File: src/assert_macros.svh
// Assertion helpers for the RTL top level.
`ifndef ASSERT_MACROS_SVH
`define ASSERT_MACROS_SVH

// Check a condition at every clock edge outside reset.
`define ASSERT_ALWAYS(label, expr) \
  label: assert property (@(posedge clk) disable iff (rst) (expr)) \
    else $error("assertion failed");

// Check that an antecedent implies a consequent in the same cycle.
`define ASSERT_IMPLY(label, ante, cons) \
  label: assert property (@(posedge clk) disable iff (rst) (ante) |-> (cons)) \
    else $error("assertion failed");

// Check that an antecedent implies a consequent in the next cycle.
`define ASSERT_NEXT(label, ante, cons) \
  label: assert property (@(posedge clk) disable iff (rst) (ante) |=> (cons)) \
    else $error("assertion failed");

`endif

File: src/hctbp_pkg.sv
package hctbp_pkg;

  localparam int ALPHABET_SIZE = 256;
  localparam int MAX_CODE_LEN  = 32;
  localparam int WORD_W        = 32;
  localparam int LEN_LIMIT     = (MAX_CODE_LEN < WORD_W) ? MAX_CODE_LEN : WORD_W;
  localparam int BYTE_BITS     = 8;
  localparam int ADDR_W        = 8;
  localparam int LEN_W         = 6;
  localparam int PEND_W        = BYTE_BITS - 1;
  localparam int ACC_W         = PEND_W + WORD_W;
  localparam int MAX_BYTES     = WORD_W / BYTE_BITS;
  localparam int CNT_W         = 3;

  typedef enum logic [1:0] {
    KIND_LOAD  = 2'd0,
    KIND_DATA  = 2'd1,
    KIND_FLUSH = 2'd2
  } kind_t;

  typedef enum logic {
    STATUS_OK      = 1'b0,
    STATUS_NO_CODE = 1'b1
  } status_t;

  typedef struct packed {
    logic              wr_en;
    logic              rd_en;
    logic [ADDR_W-1:0] addr;
    logic [WORD_W-1:0] word;
    logic [LEN_W-1:0]  len;
  } tbl_req_t;

  typedef struct packed {
    logic [WORD_W-1:0] word;
    logic [LEN_W-1:0]  len;
    logic              loaded;
  } tbl_rsp_t;

  typedef struct packed {
    logic [WORD_W-1:0] bytes;
    logic [CNT_W-1:0]  count;
    status_t           status;
  } emit_load_t;

endpackage

File: src/hctbp_emitter.sv
module hctbp_emitter (
  input  logic                             clk,
  input  logic                             rst,
  input  logic                             load_en,
  input  hctbp_pkg::emit_load_t            load,
  output logic                             free,
  output logic                             out_valid,
  input  logic                             out_stall,
  output logic [hctbp_pkg::BYTE_BITS-1:0]  byte_out,
  output logic                             status,
  output logic                             last_of_run
);

  logic [hctbp_pkg::WORD_W-1:0] bytes;
  logic [hctbp_pkg::CNT_W-1:0]  count;
  hctbp_pkg::status_t           stat;
  logic                         fire;

  assign out_valid   = count != '0;
  assign fire        = out_valid && !out_stall;
  assign free        = (count == '0) || ((count == hctbp_pkg::CNT_W'(1)) && !out_stall);
  assign byte_out    = bytes[hctbp_pkg::WORD_W-1 -: hctbp_pkg::BYTE_BITS];
  assign status      = stat;
  assign last_of_run = count == hctbp_pkg::CNT_W'(1);

  always_ff @(posedge clk) begin
    if (rst) begin
      count <= '0;
    end else if (load_en) begin
      count <= load.count;
    end else if (fire) begin
      count <= count - hctbp_pkg::CNT_W'(1);
    end
  end

  // Advance one byte per transaction on the result side.
  always_ff @(posedge clk) begin
    if (load_en) begin
      bytes <= load.bytes;
      stat  <= load.status;
    end else if (fire) begin
      bytes <= bytes << hctbp_pkg::BYTE_BITS;
    end
  end

endmodule

File: config.mk
export PLATFORM = sky130hd
export DESIGN_NAME = hctbp_emitter
export DESIGN_NICKNAME = d
export VERILOG_FILES = /design/src/assert_macros.svh /design/src/hctbp_pkg.sv /design/src/hctbp_emitter.sv
export SDC_FILE = /design/constraint.sdc
export NUM_CORES = 1
export LEC_CHECK = 0
export BUFFER_PORTS_ARGS = -buffer_cell sky130_fd_sc_hd__buf_2
export CAP_MARGIN = 20
export CORE_AREA = 3 3 64 66
export DETAILED_ROUTE_END_ITERATION = 8
export DIE_AREA = 0 0 67 69
export HOLD_SLACK_MARGIN = 0.02
export PLACE_DENSITY_LB_ADDON = 0.05
export RECOVER_POWER = 100
export SETUP_SLACK_MARGIN = 0.05
export SLEW_MARGIN = 40
export SYNTH_ARGS = -nofsm -noshare
export SYNTH_HDL_FRONTEND = slang
export SYNTH_SLANG_ARGS = --single-unit
File: constraint.sdc
create_clock -name clk -period 5.2 [get_ports clk]
set_input_delay 0.26 -clock clk [delete_from_list [all_inputs] [get_ports clk]]
set_output_delay 0.26 -clock clk [all_outputs]
set_load 0.05 [all_outputs]
==> results by group <==
Outcome
  • Status: complete, but fails checks
  • Failing checks: capacitance limit, slew limit

Clocking
  • # resized after CTS: 0
  • Num Clock Sinks: 36
  • Clk buf depth: 2
  • H-tree levels: 2
  • Setup Buffers After CTS: 0
  • CTS Buf Count: 5
  • Worst-Skew Late Latency: 280 ps
  • Root buf cell: clkbuf_8
  • Hold Buf Count CTS: 0
  • CTS tree: built
  • Worst-path clk slew: 70 ps

Detailed routing
  • Drc violations: 0
  • Routed WL per cell: 12.3 um
  • DRT Wirelength: around 2500 um
  • Vias/cell: 4.64
  • Initial drt markers: 24
  • Vias: between 900 and 1000
  • Routed Antenna Nets: 0
  • 1st-pass router iterations: 3

Synth
  • Netlist Area Pre-Place: roughly 1600 um^2
  • Post-synthesis cell type count: 20
  • Mapped Cells: about 110
  • Yosys warnings: 0
  • Register bit total from synthesis: 36
  • Synthesized Nets: roughly 150
  • Synth area leaders: edfxtp_1 (61%), mux2_2 (17%), dfxtp_1 (3.7%)
  • Synth top area share: between 60% and 70%
  • Sequential fraction of the synthesis area: ~65%
  • Syn avg cell area: between 15 and 20 um^2
  • Yosys top cell by area: edfxtp_1

Timing
  • Tightest Pin Transition: around 2100 ps
  • RSZ-0062 raised after global routing: false
  • Final critical-path required period: roughly 3000 ps
  • WHS: ~160 ps
  • Max Transition Viols Final: 51
  • Setup slack after layout: ~2200 ps
  • # setup viols final: 0
  • Fin. Hold Viols: 0
  • Max Clock Freq: approximately 340 MHz
  • Setup TNS: 0 ps
  • Final setup skew: around 4.6 ps
  • Max_slew headroom: -40.0%
  • Tcrit/Tclk final: between 50% and 60%

Die
  • Starting Density: ~44%
  • Die Area: roughly 4600 um^2
  • Io pins: 52
  • DIE HEIGHT: a little under 70 um
  • Core region area: roughly 3600 um^2
  • Die W: 67 um
  • FP Rows: 22

Final layout
  • Area of the multi-input gates: 462 um^2
  • Final Core Density: about 53%
  • Commonest non-fill, non-tap cell in the layout: buf_2
  • Area growth from synthesis to layout: 20.2%
  • Fraction of final layout cells sized beyond drive strength 1: 45.1%
  • Fill count: 333
  • Commonest cells after routing, fill and taps aside: buf_2 (38), edfxtp_1 (33), mux2_2 (24)
  • Net count, final: 195
  • Antenna diodes: 0
  • Sequential standard cell area: 1050 um^2

Setup path
  • Setup CP Type: flip-flop to flip-flop
  • WP buf/inv: 2
  • CP startpoint kind: flip-flop
  • WP data arrival: 2960 ps
  • Setup crit end kind: flip-flop
  • CP max FO: 19
  • Crit path cell chain: inv_1 > ha_1 > and2b_1 > o21ai_0 > buf_16
  • CP max stage cell: o21ai_0
  • CP delay by family, top: compound AO/OA/AOI/OAI gates
  • CP max stage delay: 1570 ps
  • WP data required: between 5000 and 6000 ps

Power
  • Pleak: a little under 0.8 nW
  • Worst-case vdd ir drop: 0.136 mV
  • Pwr dens: between 300 and 400 nW/um^2

GRT
  • First-pass GRT wire length: between 4000 and 5000 um
  • Grt ovf: 0
  • Total GRT Usage: between 10% and 20%
  • Initial antenna violation count: 0
  • Pin count of the biggest net entering global routing: 37
  • Vias in the first global route: approximately 1000

Placement
  • I/O Buffers: 51
  • Placer Congestion: between 0.6 and 0.7
  • Dpl hpwl: about 1800 um
  • Pre-CTS WS: 3290 ps

Min path
  • Min-delay worst type: input port to flip-flop

Job
  • Max-Cap Viols: 2
## metrics by stage
stage / area (um^2) / total power, W / std cells
floorplan: 1620 / 0.000460 / 105
global placement: 1860 / 0.000480 / 192
detailed placement: 1890 / 0.000489 / 193
CTS: 1970 / 0.000674 / 201
global route: 1940 / 0.000696 / 201
finish: 1940 / 0.000660 / 201
## layout make-up
type / instances / share of cell area [%]
multi-input cells: 51 / 23.8
repair buffers: 52 / 13.7
clock buffers: 7 / 3.93
clock inverters: 1 / 0.193
inverters: 6 / 1.16
flip-flops and latches: 36 / 54.1
well taps: 48 / 3.09
## synthesized netlist by cell type
library cell and number:
edfxtp_1 33, mux2_2 24, and2_1 8, buf_4 8, inv_1 6, buf_2 3
dfxtp_1 3, ha_1 3, o21ai_0 3, a311oi_1 2, and2b_2 2, nor2_1 2
a21o_1 1, a21oi_1 1, and3_1 1, clkbuf_1 1, nand3_1 1, nand3b_1 1
o41ai_1 1, or4_1 1
## worst paths after layout
kind,startpoint,to,slack [ps],cells after the start
worst max-delay path,count[0],bytes[25],2230,5
worst max register to register,count[0],bytes[25],2230,5
worst min-delay path,load[0],status,160,1
worst min register to register,count[2],count[2],540,2
## worst reg2reg max path: stages (launching register included)
cell and delay (ps):
dfxtp_1 360, inv_1 90, ha_1 220, and2b_1 200, o21ai_0 1570, buf_16 240
## power breakdown
group | internal, W | total, W | switching (W)
combinational | 0.0000428 | 0.000116 | 0.0000733
clock | 0.0000931 | 0.000182 | 0.0000890
sequential | 0.000354 | 0.000362 | 0.00000760
## logic make-up (layout without fill, tap and decap cells)
group / after synthesis / count (layout) / synth area share, %
buffers and inverters: 18 / 66 / 6.27
adder cells (fa/ha/maj): 3 / 3 / 2.32
AO/OA/AOI/OAI: 8 / 8 / 3.33
multiplexers: 24 / 24 / 16.7
AND/OR/NAND/NOR: 16 / 16 / 6.27
flip-flops: 36 / 36 / 65.1
## routing by layer
layer  vias to the layer above  share of wire [%]  track usage, %
li1                        468                  -               -
met1                       421                 37            12.4
met2                        36                 51            21.2
met3                         8                9.5            6.03
met4                         0                2.5            5.86
met5                         -                  0               0
## sequential cells by signal (all words and copies together) (netlist names)
| register | count |
|---|---|
| status | 1 |
| bytes | 32 |
| count | 3 |
No activity file was read; power rests on OpenSTA's default activity.
